### config.mk
export PLATFORM = sky130hd
export DESIGN_NAME = complete_tree_array_store_core
export DESIGN_NICKNAME = d
export VERILOG_FILES = /design/src/design/ctas_pkg.sv /design/src/design/ctas_slot_ram.sv /design/src/design/complete_tree_array_store_core.sv
export VERILOG_INCLUDE_DIRS = /design/src /design/src/design
export SDC_FILE = /design/constraint.sdc
export NUM_CORES = 2
export LEC_CHECK = 0
export BUFFER_PORTS_ARGS = -buffer_cell sky130_fd_sc_hd__buf_2
export CELL_PAD_IN_SITES_DETAIL_PLACEMENT = 1
export CELL_PAD_IN_SITES_GLOBAL_PLACEMENT = 1
export CORE_MARGIN = 3
export CORE_UTILIZATION = 49
export DETAILED_ROUTE_END_ITERATION = 8
export PLACE_DENSITY_LB_ADDON = 0.2
export SYNTH_ARGS = -nofsm -noshare
export SYNTH_HDL_FRONTEND = slang
export SYNTH_SLANG_ARGS = --single-unit
### constraint.sdc
create_clock -name clk -period 3.92 [get_ports clk]
set_input_delay 0 -clock clk [delete_from_list [all_inputs] [get_ports clk]]
set_output_delay 0 -clock clk [all_outputs]
set_load 0.01 [all_outputs]
### src/design/complete_tree_array_store_core_defines.svh
// Assertion macros for complete_tree_array_store_core.
`ifndef COMPLETE_TREE_ARRAY_STORE_CORE_DEFINES_SVH
`define COMPLETE_TREE_ARRAY_STORE_CORE_DEFINES_SVH
`ifndef SYNTH
// Expression must hold at every clock edge out of reset.
`define CTAS_ASSERT(lbl, expr) \
	lbl: assert property (@(posedge clk) disable iff (!arst_n) (expr)) \
		else $error("ctas: check failed");
// Implication check: cons must follow ante as written.
`define CTAS_ASSERT_IMPL(lbl, ante, cons) \
	lbl: assert property (@(posedge clk) disable iff (!arst_n) (ante) |-> cons) \
		else $error("ctas: check failed");
`else
`define CTAS_ASSERT(lbl, expr)
`define CTAS_ASSERT_IMPL(lbl, ante, cons)
`endif
`endif

### src/design/ctas_pkg.sv
// Shared constants, codes, types and functions for the tree store.
package ctas_pkg;

	localparam int CAPACITY_DEF = 32;
	localparam int DATA_W       = 32;
	localparam int CNT_W        = 7;   // holds counts up to the largest capacity
	localparam int CMD_W        = 3;
	localparam int STAT_W       = 2;
	localparam int HGT_W        = 3;
	localparam int OCNT_W       = 6;

	localparam logic [CMD_W-1:0] CMD_ADD    = 3'd0;
	localparam logic [CMD_W-1:0] CMD_REMOVE = 3'd1;
	localparam logic [CMD_W-1:0] CMD_FIND   = 3'd2;
	localparam logic [CMD_W-1:0] CMD_CLEAR  = 3'd3;
	localparam logic [CMD_W-1:0] CMD_PRE    = 3'd4;
	localparam logic [CMD_W-1:0] CMD_IN     = 3'd5;
	localparam logic [CMD_W-1:0] CMD_POST   = 3'd6;

	localparam logic [STAT_W-1:0] ST_OK    = 2'd0;
	localparam logic [STAT_W-1:0] ST_FULL  = 2'd1;
	localparam logic [STAT_W-1:0] ST_MISS  = 2'd2;
	localparam logic [STAT_W-1:0] ST_EMPTY = 2'd3;

	typedef struct packed {
		logic              en;
		logic [DATA_W-1:0] data;
	} ctas_wr_t;

	// levels of a complete tree holding n items: index of top set bit plus one
	function automatic logic [HGT_W-1:0] tree_levels(input logic [CNT_W-1:0] n);
		logic [HGT_W-1:0] h;
		h = '0;
		for (int i = 0; i < CNT_W; i++) begin
			if (n[i]) begin
				h = HGT_W'(i + 1);
			end
		end
		return h;
	endfunction

endpackage

### src/design/ctas_slot_ram.sv
// Slot memory: one write port, one registered read port.
module ctas_slot_ram #(
	parameter int DEPTH = ctas_pkg::CAPACITY_DEF,
	parameter int AW    = $clog2(ctas_pkg::CAPACITY_DEF)
) (
	input  logic                         clk,
	input  ctas_pkg::ctas_wr_t           wr,
	input  logic [AW-1:0]                wr_addr,
	input  logic [AW-1:0]                rd_addr,
	output logic [ctas_pkg::DATA_W-1:0]  rd_data
);
	import ctas_pkg::*;

	logic [DATA_W-1:0] mem_q [DEPTH];

	always_ff @(posedge clk) begin
		if (wr.en) begin
			mem_q[wr_addr] <= wr.data;
		end
	end

	always_ff @(posedge clk) begin
		rd_data <= mem_q[rd_addr];
	end

endmodule

### src/design/complete_tree_array_store_core.sv
// Top level of the array-backed complete binary tree store.
//
// Usage: one request word enters on in_valid/in_ready with command and
// item_value. Result words leave on out_valid/out_ready, each with
// out_value, status, item_count, tree_height and last. Add, remove,
// contains, clear and unknown commands give one word; preorder, inorder
// and postorder give one word per stored item (one word with status
// tree-empty when the tree is empty), last marking the final one.
// The search reads one slot per cycle through the single memory read
// port; remove then reads the last slot and writes it into the hit slot.
// A walk reads one slot per item, and moving to the next slot steps the
// index sequencer one level a cycle.
// One request is worked on at a time; in_ready is high only while idle.
// Reset clears the item count and all control state; the slot memory is
// not cleared (unfilled slots are never used). When the receiver stalls,
// the result register holds its word and the walk waits for it to drain.
`include "complete_tree_array_store_core_defines.svh"
module complete_tree_array_store_core #(
	parameter int CAPACITY = ctas_pkg::CAPACITY_DEF
) (
	input  logic                                clk,
	input  logic                                arst_n,
	input  logic                                in_valid,
	output logic                                in_ready,
	input  logic [ctas_pkg::CMD_W-1:0]          command,
	input  logic signed [ctas_pkg::DATA_W-1:0]  item_value,
	output logic                                out_valid,
	input  logic                                out_ready,
	output logic signed [ctas_pkg::DATA_W-1:0]  out_value,
	output logic [ctas_pkg::STAT_W-1:0]         status,
	output logic [ctas_pkg::OCNT_W-1:0]         item_count,
	output logic [ctas_pkg::HGT_W-1:0]          tree_height,
	output logic                                last
);
	import ctas_pkg::*;

	localparam int AW  = $clog2(CAPACITY);
	localparam int IW  = $clog2(CAPACITY + 1);
	localparam int CHW = IW + 1;
	localparam logic [IW-1:0] CAP_I = IW'(CAPACITY);

	// sequencer states
	localparam logic [3:0] S_IDLE    = 4'd0;
	localparam logic [3:0] S_EXEC    = 4'd1;
	localparam logic [3:0] S_SRCH    = 4'd2;
	localparam logic [3:0] S_RDLAST  = 4'd3;
	localparam logic [3:0] S_MOVE    = 4'd4;
	localparam logic [3:0] S_RESP    = 4'd5;
	localparam logic [3:0] S_DESC    = 4'd6;
	localparam logic [3:0] S_EMIT_RD = 4'd7;
	localparam logic [3:0] S_EMIT_LD = 4'd8;
	localparam logic [3:0] S_NXT     = 4'd9;
	localparam logic [3:0] S_CLIMB   = 4'd10;

	logic [3:0]        state_q;
	logic [CMD_W-1:0]  cmd_q;
	logic [DATA_W-1:0] val_q;
	logic [IW-1:0]     occ_q;
	logic [STAT_W-1:0] res_st_q;

	// search
	logic [IW-1:0] idx_q;
	logic          pend_q;
	logic [AW-1:0] pidx_q;
	logic [AW-1:0] hit_idx_q;

	// walk
	logic [IW-1:0] cur_q;
	logic [IW-1:0] emit_q;

	// result register
	logic              out_valid_q;
	logic [DATA_W-1:0] out_value_q;
	logic [STAT_W-1:0] out_st_q;
	logic [OCNT_W-1:0] out_cnt_q;
	logic [HGT_W-1:0]  out_hgt_q;
	logic              out_last_q;

	ctas_wr_t          wr;
	logic [AW-1:0]     wr_addr;
	logic [AW-1:0]     rd_addr;
	logic [DATA_W-1:0] rd_data;

	logic [CHW-1:0] occ_x, child_l, child_r, sib;
	logic [IW-1:0]  occ_m1, cur_m1;
	logic [CNT_W-1:0] occ_c;
	logic           out_free, hit, walk_st, is_last;
	logic           add_acc;

	ctas_slot_ram #(
		.DEPTH (CAPACITY),
		.AW    (AW)
	) u_ram (
		.clk     (clk),
		.wr      (wr),
		.wr_addr (wr_addr),
		.rd_addr (rd_addr),
		.rd_data (rd_data)
	);

	// index arithmetic of the walk unit
	assign occ_x   = {1'b0, occ_q};
	assign child_l = {cur_q, 1'b0};
	assign child_r = {cur_q, 1'b1};
	assign sib     = {1'b0, cur_q} + CHW'(1);
	assign occ_m1  = occ_q - IW'(1);
	assign cur_m1  = cur_q - IW'(1);
	assign occ_c   = CNT_W'(occ_q);

	assign out_free = !out_valid_q || out_ready;
	assign hit      = pend_q && (rd_data == val_q);
	assign is_last  = (emit_q + IW'(1)) == occ_q;
	assign walk_st  = (state_q == S_DESC) || (state_q == S_EMIT_RD) ||
	                  (state_q == S_EMIT_LD) || (state_q == S_NXT) ||
	                  (state_q == S_CLIMB);
	assign add_acc  = in_valid && in_ready && (command == CMD_ADD) && (occ_q != CAP_I);

	always_comb begin
		unique case (state_q)
			S_SRCH:   rd_addr = idx_q[AW-1:0];
			S_RDLAST: rd_addr = occ_m1[AW-1:0];
			default:  rd_addr = cur_m1[AW-1:0];
		endcase
	end

	always_comb begin
		wr.en   = 1'b0;
		wr.data = val_q;
		wr_addr = occ_q[AW-1:0];
		if (state_q == S_EXEC && cmd_q == CMD_ADD && occ_q != CAP_I) begin
			wr.en = 1'b1;
		end else if (state_q == S_MOVE) begin
			wr.en   = 1'b1;
			wr.data = rd_data;
			wr_addr = hit_idx_q;
		end
	end

	assign in_ready = (state_q == S_IDLE);

	// sequencer
	always_ff @(posedge clk or negedge arst_n) begin
		if (!arst_n) begin
			state_q  <= S_IDLE;
			occ_q    <= '0;
			pend_q   <= 1'b0;
			cmd_q    <= CMD_ADD;
			res_st_q <= ST_OK;
			idx_q    <= '0;
			cur_q    <= '0;
			emit_q   <= '0;
		end else begin
			unique case (state_q)
				S_IDLE: begin
					if (in_valid) begin
						cmd_q   <= command;
						state_q <= S_EXEC;
					end
				end
				S_EXEC: begin
					unique case (cmd_q) inside
						CMD_ADD: begin
							if (occ_q == CAP_I) begin
								res_st_q <= ST_FULL;
							end else begin
								res_st_q <= ST_OK;
								occ_q    <= occ_q + IW'(1);
							end
							state_q <= S_RESP;
						end
						CMD_REMOVE, CMD_FIND: begin
							if (occ_q == '0) begin
								res_st_q <= ST_EMPTY;
								state_q  <= S_RESP;
							end else begin
								idx_q   <= '0;
								pend_q  <= 1'b0;
								state_q <= S_SRCH;
							end
						end
						CMD_CLEAR: begin
							occ_q    <= '0;
							res_st_q <= ST_OK;
							state_q  <= S_RESP;
						end
						CMD_PRE, CMD_IN, CMD_POST: begin
							if (occ_q == '0) begin
								res_st_q <= ST_EMPTY;
								state_q  <= S_RESP;
							end else begin
								cur_q   <= IW'(1);
								emit_q  <= '0;
								state_q <= (cmd_q == CMD_PRE) ? S_EMIT_RD : S_DESC;
							end
						end
						default: begin
							res_st_q <= ST_OK;
							state_q  <= S_RESP;
						end
					endcase
				end
				S_SRCH: begin
					// one slot read issued per cycle, compared the next
					if (hit) begin
						pend_q   <= 1'b0;
						res_st_q <= ST_OK;
						state_q  <= (cmd_q == CMD_REMOVE) ? S_RDLAST : S_RESP;
					end else if (idx_q < occ_q) begin
						pend_q <= 1'b1;
						idx_q  <= idx_q + IW'(1);
					end else begin
						pend_q   <= 1'b0;
						res_st_q <= ST_MISS;
						state_q  <= S_RESP;
					end
				end
				S_RDLAST: begin
					state_q <= S_MOVE;
				end
				S_MOVE: begin
					occ_q   <= occ_m1;
					state_q <= S_RESP;
				end
				S_RESP: begin
					if (out_free) begin
						state_q <= S_IDLE;
					end
				end
				S_DESC: begin
					// run down left children to the leftmost node below cur
					if (child_l <= occ_x) begin
						cur_q <= child_l[IW-1:0];
					end else begin
						state_q <= S_EMIT_RD;
					end
				end
				S_EMIT_RD: begin
					state_q <= S_EMIT_LD;
				end
				S_EMIT_LD: begin
					if (out_free) begin
						emit_q  <= emit_q + IW'(1);
						state_q <= is_last ? S_IDLE : S_NXT;
					end
				end
				S_NXT: begin
					unique case (cmd_q)
						CMD_PRE: begin
							if (child_l <= occ_x) begin
								cur_q   <= child_l[IW-1:0];
								state_q <= S_EMIT_RD;
							end else begin
								state_q <= S_CLIMB;
							end
						end
						CMD_IN: begin
							if (child_r <= occ_x) begin
								cur_q   <= child_r[IW-1:0];
								state_q <= S_DESC;
							end else begin
								state_q <= S_CLIMB;
							end
						end
						default: begin
							// postorder: right sibling subtree next, else parent
							if (!cur_q[0] && sib <= occ_x) begin
								cur_q   <= sib[IW-1:0];
								state_q <= S_DESC;
							end else begin
								cur_q   <= cur_q >> 1;
								state_q <= S_EMIT_RD;
							end
						end
					endcase
				end
				S_CLIMB: begin
					unique case (cmd_q)
						CMD_PRE: begin
							if (cur_q[0] || sib > occ_x) begin
								cur_q <= cur_q >> 1;
							end else begin
								cur_q   <= sib[IW-1:0];
								state_q <= S_EMIT_RD;
							end
						end
						default: begin
							// inorder: climb out of right children, emit parent
							cur_q <= cur_q >> 1;
							if (!cur_q[0]) begin
								state_q <= S_EMIT_RD;
							end
						end
					endcase
				end
				default: begin
					state_q <= S_IDLE;
				end
			endcase
		end
	end

	// payload registers
	always_ff @(posedge clk) begin
		if (state_q == S_IDLE && in_valid) begin
			val_q <= item_value;
		end
		if (state_q == S_SRCH) begin
			if (!hit) begin
				pidx_q <= idx_q[AW-1:0];
			end else begin
				hit_idx_q <= pidx_q;
			end
		end
	end

	// result register
	always_ff @(posedge clk or negedge arst_n) begin
		if (!arst_n) begin
			out_valid_q <= 1'b0;
		end else if ((state_q == S_RESP || state_q == S_EMIT_LD) && out_free) begin
			out_valid_q <= 1'b1;
		end else if (out_ready) begin
			out_valid_q <= 1'b0;
		end
	end

	always_ff @(posedge clk) begin
		if ((state_q == S_RESP || state_q == S_EMIT_LD) && out_free) begin
			out_cnt_q <= occ_c[OCNT_W-1:0];
			out_hgt_q <= tree_levels(occ_c);
			if (state_q == S_RESP) begin
				out_value_q <= '0;
				out_st_q    <= res_st_q;
				out_last_q  <= 1'b1;
			end else begin
				out_value_q <= rd_data;
				out_st_q    <= ST_OK;
				out_last_q  <= is_last;
			end
		end
	end

	assign out_valid   = out_valid_q;
	assign out_value   = out_value_q;
	assign status      = out_st_q;
	assign item_count  = out_cnt_q;
	assign tree_height = out_hgt_q;
	assign last        = out_last_q;

	`CTAS_ASSERT(a_occ_bound, occ_q <= CAP_I)
	`CTAS_ASSERT_IMPL(a_walk_emit, walk_st, emit_q < occ_q)
	`CTAS_ASSERT_IMPL(a_more_words, out_valid && !last, walk_st)
	`CTAS_ASSERT_IMPL(a_add_grows, add_acc, ##2 (occ_q == $past(occ_q, 2) + IW'(1)))

endmodule
-- Word-level counts from Yosys, hierarchy flattened
Memories as Yosys holds them, arrays and structs flattened. A register that Yosys moved wholly into a read port is not among the register bits.
Cells that the tools add are included.
- add/sub/neg operators: 6
- magnitude comparators: 5
- equality and inequality tests: 36
- mux-type cells: 66
- bitwise gates (word level): 1
- reductions and logical operators: 33
- operators with widths (cell ; number):
    $mux 6 ; 14
    $pmux 6 s2 ; 5
    $mux 4 ; 12
    $pmux 4 s11 ; 1
    $mux 33 ; 1
    $eq 32x32->1 ; 1
    $mux 32 ; 1
    $pmux 6 s4 ; 1
    $le 7x6->1 ; 3
    $add 6x1->6 const B ; 3
    $eq 4x3->1 const B ; 4
    $ne 2x2->1 const B ; 7
    $mux 1 ; 13
    $eq 4x4->1 const B ; 3
    $mux 2 ; 6
    $mux 3 ; 4
    $mux 5 ; 2
    $pmux 5 s2 ; 1
    $eq 3x3->1 const B ; 3
    $ne 3x2->1 const B ; 3
    $ne 3x3->1 const B ; 3
    $reduce_and 3->1 ; 3
    $eq 4x2->1 const B ; 2
    $pmux 2 s2 ; 2
    32 further kinds ; 49
- register bits: 121
- RAM bits: 1024
- input bits: 39
- output and inout port bits: 46
- logic and storage cells: 166
- memories kept: 1
- memory list (memory ; depth ; bits a word ; rd ports ; clocked after Yosys merged registers in ; wr ports ; RTL line ; source):
    u_ram.mem_q ; 32 ; 32 ; 1 ; 1 ; 1 ; ctas_slot_ram.sv:14 ; logic [DATA_W-1:0] mem_q [DEPTH];

-- Logic depth before layout (Yosys ltp)
- depth in word-level cells: 6
- gate-level depth with buffers: 15
- mapped depth without buffers: 11

-- By module
Synthesis repeated with hierarchy kept, for this count alone.
- cells, all modules: 2949
- area total of the unflattened synthesis: 47295.4 sq um
- modules (own cells, without submodules) (module ; instances ; cells an instance ; area each (sq um) ; seq. area each (sq um)):
    ctas_slot_ram ; 1 ; 2260 ; 40492.6 ; 31390.1
    complete_tree_array_store_core ; 1 ; 689 ; 6802.8 ; 3458.3

-- Worst setup path before layout
No wires, ideal clock.
- path type: reg-to-reg
- from: reg state_q[3]
- to: reg out_cnt_q[0] (netlist: item_count[0]) (enable)
- setup time: 0.500 ns
- arrival time: 3.849 ns
- data required time: 3.420 ns
- path slack: -0.429 ns
- cell stages (with the launch flop): 4
- buffers on the path: 1
- period minus slack after synthesis: 4.349 ns
- path through: dfrtp_1 -> clkbuf_1 -> a22oi_1 -> nor3_1
- word-level cells in the longest chain between the ends: 3
- elaborated cells on any way between the ends: 4
- classes of those cells: 2 x eq/ne; 2 x reduce/logical
- ends and longest elaborated chain (element ; RTL line ; source):
    start: declaration ; complete_tree_array_store_core.sv:55 ; logic [3:0] state_q;
    start signal: assignment ; complete_tree_array_store_core.sv:193 ; state_q <= (cmd_q == CMD_PRE) ? S_EMIT_RD : S_DESC;
    start signal: assignment ; complete_tree_array_store_core.sv:207 ; state_q <= (cmd_q == CMD_REMOVE) ? S_RDLAST : S_RESP;
    start signal: assignment ; complete_tree_array_store_core.sv:243 ; state_q <= is_last ? S_IDLE : S_NXT;
    $eq 4x3->1 / $eq 4x4->1 (equally long branches) ; complete_tree_array_store_core.sv:328 ; if ((state_q == S_RESP || state_q == S_EMIT_LD) && out_free) begin
    $logic_or 1x1->1 * ; complete_tree_array_store_core.sv:328 ;
    $logic_and 1x1->1 * ; complete_tree_array_store_core.sv:328 ;
    end signal: assignment ; complete_tree_array_store_core.sv:329 ; out_cnt_q <= occ_c[OCNT_W-1:0];
    end: declaration ; complete_tree_array_store_core.sv:75 ; logic [OCNT_W-1:0] out_cnt_q;
Every way passes the cells marked *; elsewhere a longest branch is shown, timed or not.
A chain may end at the register's enable or synchronous reset.

-- Final worst setup path
- from: reg cur_q[0]
- to: reg u_ram.rd_data[25] (netlist bit), read port of u_ram.mem_q
- word-level cells in the longest chain between the ends: 2
- ends and longest elaborated chain (element ; RTL line ; source):
    start: declaration ; complete_tree_array_store_core.sv:68 ; logic [IW-1:0] cur_q;
    start signal: assignment ; complete_tree_array_store_core.sv:232 ; cur_q <= child_l[IW-1:0];
    start signal: assignment ; complete_tree_array_store_core.sv:250 ; cur_q <= child_l[IW-1:0];
    start signal: assignment ; complete_tree_array_store_core.sv:258 ; cur_q <= child_r[IW-1:0];
    $sub 5x1->5 ; complete_tree_array_store_core.sv:107 ; assign cur_m1 = cur_q - IW'(1);
    $pmux 5 s2 ; complete_tree_array_store_core.sv:119 ; unique case (state_q)
    end: declaration ; ctas_slot_ram.sv:10 ; output logic [ctas_pkg::DATA_W-1:0] rd_data
Every way passes these cells.

==> run summary <==
status: finished, violations left
violated checks: hold timing
CTS clk-pin slew, worst paths: 0.07 ns
clk_skew: 0.0517 ns
Layout fillers: 8499
Sw Ratio: 0.385
RePlAce Congestion: 0.870
Reg2Reg Depth: 9
Die Span X: 315 um
Fmax: 0.279 GHz
critical path capture point type: register
maxcap violations: 0
number of synthesis warnings: 0
Net Count, Synth: 2971
sum of negative setup slack: 0 ns
Post-Place Cell Area: 50100 sq um
Slew @ Worst Pin: 1.22 ns
Mapped Cells: 2908
Leakage Power: 18.2 nW
post-route cell area: 54500 sq um
fin crit period: 3.59 ns
Post-synth EDFFs: 1110
DR WL/cell: 32.5 um
CTS Buf Count: 117
min-delay worst type: in2async
Reg power frac: 0.354
Cells after DPL: 4217
Initial Utilization: 0.497
fin util: 0.580
die height: 315 um
clock sink count: 1177
Max H-tree Level: 3
CTS Buffer Depth: 3
Post-Place Worst Slack: 0.376 ns
drt drc: 0
Worst Setup Slack, final: 0.330 ns
Top FF cell, synth: edfxtp_1
antenna violations before repair: 3
Final Hold Vio Count: 1
Int Pwr: 29.9 mW
layout cells sized above 1: 0.187
Worst-Skew Late Latency: 0.73 ns
Seq cells post-synth: 1177
final period utilization: 0.916
Final HPWL DP: 86500 um
gr ovfl total: 0
core area: 94000 sq um
Slew HR: 0.189
Critical Path Start Type: register
PD cells: 891 nW/um^2
Final Net Count: 3211
largest net degree at the start of global routing: 89
port bufs: 84
Post-Syn Area: 46800 sq um
# IOs: 85
first-pass GRT wire length: 213000 um
total track usage: 0.296
sequential area share after synthesis: 0.745
vias per std cell: 6.49
reg-to-reg startpoint: cur_q[0]$_DFFE_PN0P_
Max Fanout on Critical Path: 39
Setup Fix Bufs, Post-CTS: 0
CTS tree: yes
Worst EP arrival: 4.19 ns
clock share of power: 0.225
Comb pwr share: 0.421
total power: 48.6 mW
final count of pins violating max slew: 0
RSZ-0062 raised after global routing: false
worst setup path category: reg2reg
post-route ant nets: 0
via count: 29200
Clock Tree Root: clkbuf_16
Rows: 112
Worst EP required: 4.52 ns
final setup vio count: 0
CTS resizes: 0
Peak VDD IR: 0.000538 V
crit path from: cur_q[0]$_DFFE_PN0P_
violation count after the first detailed-route iteration: 3813
Hold WS: -0.00789 ns
vias in the first global route: 30400
drt total wl: 146000 um
R2R Setup Slk: 0.33 ns
Die ar.: 99200 sq um
Syn Area/Cell: 16.1 sq um
Yosys cell types: 75
reg-to-reg endpoint: u_ram.rd_data[25]$_DFF_P_
ys async rst share: 0.0297
Area growth syn-to-layout: 16.6%
Pre-antenna DRT Iters: 5
final std cells w/o fill: 4501
Psw: 18.7 mW
[cells in the final DEF, fill, tap and decap left out, types with 34 or more instances in the layout]
master	count
edfxtp_1	1110
nand2_1	400
and3_1	139
o22ai_1	129
a211oi_1	129
a31oi_1	127
mux4_2	124
clkbuf_16	117
buf_4	103
buf_2	84
dlygate4sd3_1	66
buf_12	56
nor4_1	44
nor2b_1	43
xor2_1	41
o21ai_0	37
dfrtp_1	35
nor2_4	34
[critical path, cell delays in order (launching register included)]
cell and delay, ns:
dfrtp_1 0.54, inv_1 0.20, ha_1 0.47, nand2b_4 0.41, and2_4 0.60, buf_12 0.32, nand2_1 0.09, a31oi_1 0.32
o22ai_1 0.16, nor4_1 0.32
[cell usage after synthesis, types with 6 or more instances]
cell / count / area (sq um)
nand2b_1: 16 / 100
and3_1: 139 / 870
inv_1: 14 / 52.6
edfxtp_1: 1110 / 33300
nor2b_1: 43 / 269
nor3_1: 19 / 95.1
o21ai_0: 37 / 185
o22ai_1: 129 / 807
dfrtp_1: 35 / 876
nor4_1: 44 / 275
nor2_1: 64 / 240
a211oi_1: 129 / 968
xor2_1: 41 / 359
a2111oi_0: 7 / 61.3
ha_1: 24 / 300
mux4_2: 124 / 2790
a21oi_1: 17 / 85.1
o31ai_1: 9 / 67.6
buf_1: 11 / 41.3
dfxtp_1: 32 / 641
clkbuf_1: 97 / 364
or2_2: 8 / 50.1
a21o_1: 6 / 45.0
xnor2_1: 9 / 78.8
o211ai_1: 7 / 52.6
nand3_1: 26 / 130
buf_2: 67 / 335
a22oi_1: 12 / 90.1
a31oi_1: 127 / 795
buf_4: 10 / 75.1
or3_1: 6 / 37.5
nand2_1: 405 / 1520
[cell families after synthesis]
logic type	synth area share
AOI/OAI and AO/OA	0.0761
xor gates and xnor gates	0.00937
adders and majority gates	0.00642
buffers and inverters	0.0193
DFF	0.745
muxes	0.0618
and+or+nand+nor	0.0818
[power groups by stage]
| stage | clock network (mW) | registers [mW] | logic, mW |
|---|---|---|---|
| 3_3_place_gp | 0 | 17.4 | 19.3 |
| 5_1_grt | 11.5 | 17.3 | 21.9 |
| 4_1_cts | 11.0 | 17.2 | 20.3 |
| 6_report | 10.9 | 17.2 | 20.4 |
| 3_5_place_dp | 0 | 17.4 | 20.1 |
| 2_1_floorplan | 0 | 17.0 | 12.8 |
[worst max path at each step]
stage	endpoint	cells past startpoint
floorplan	u_ram.mem_q[26][0]$_DFFE_PP_	8
detailed placement	u_ram.rd_data[30]$_DFF_P_	9
global route	u_ram.rd_data[12]$_DFF_P_	10
finish	u_ram.rd_data[25]$_DFF_P_	9
CTS	u_ram.rd_data[25]$_DFF_P_	9
global placement	u_ram.rd_data[30]$_DFF_P_	10
[registers in the layout (all words and copies together) (netlist names)]
name           count
occ_q              6
hit_idx_q          5
pend_q             1
u_ram.rd_data     32
res_st_q           2
out_value         32
tree_height        3
cmd_q              3
state_q            4
idx_q              6
pidx_q             5
val_q             32
out_valid          1
u_ram.mem_q     1024
cur_q              6
status             2
emit_q             6
item_count         6
last               1
[metal layers]
metal | GRT usage | wire [um]
met5 | 0 | 0
met2 | 0.473 | 70100
met1 | 0.411 | 57600
met3 | 0.0525 | 12900
met4 | 0.112 | 5830
[area by class of cell]
class                   count  area [sq um]  share of cell area
clock inverters            60           529             0.00971
well taps                1254          1570              0.0288
flip-flops and latches   1177         34800               0.639
multi-input cells        1529         11300               0.208
repair buffers            309          2980              0.0546
diodes                      1          2.50           0.0000459
clock buffers             157          3200              0.0587
inverters                  14          52.6            0.000964
[timing repair]
action	CTS	global route
setup endpoints to repair	0	0
endpoints found under the hold margin	73	1
hold buffers	65	1
No activity file was read; power rests on OpenSTA's default activity.
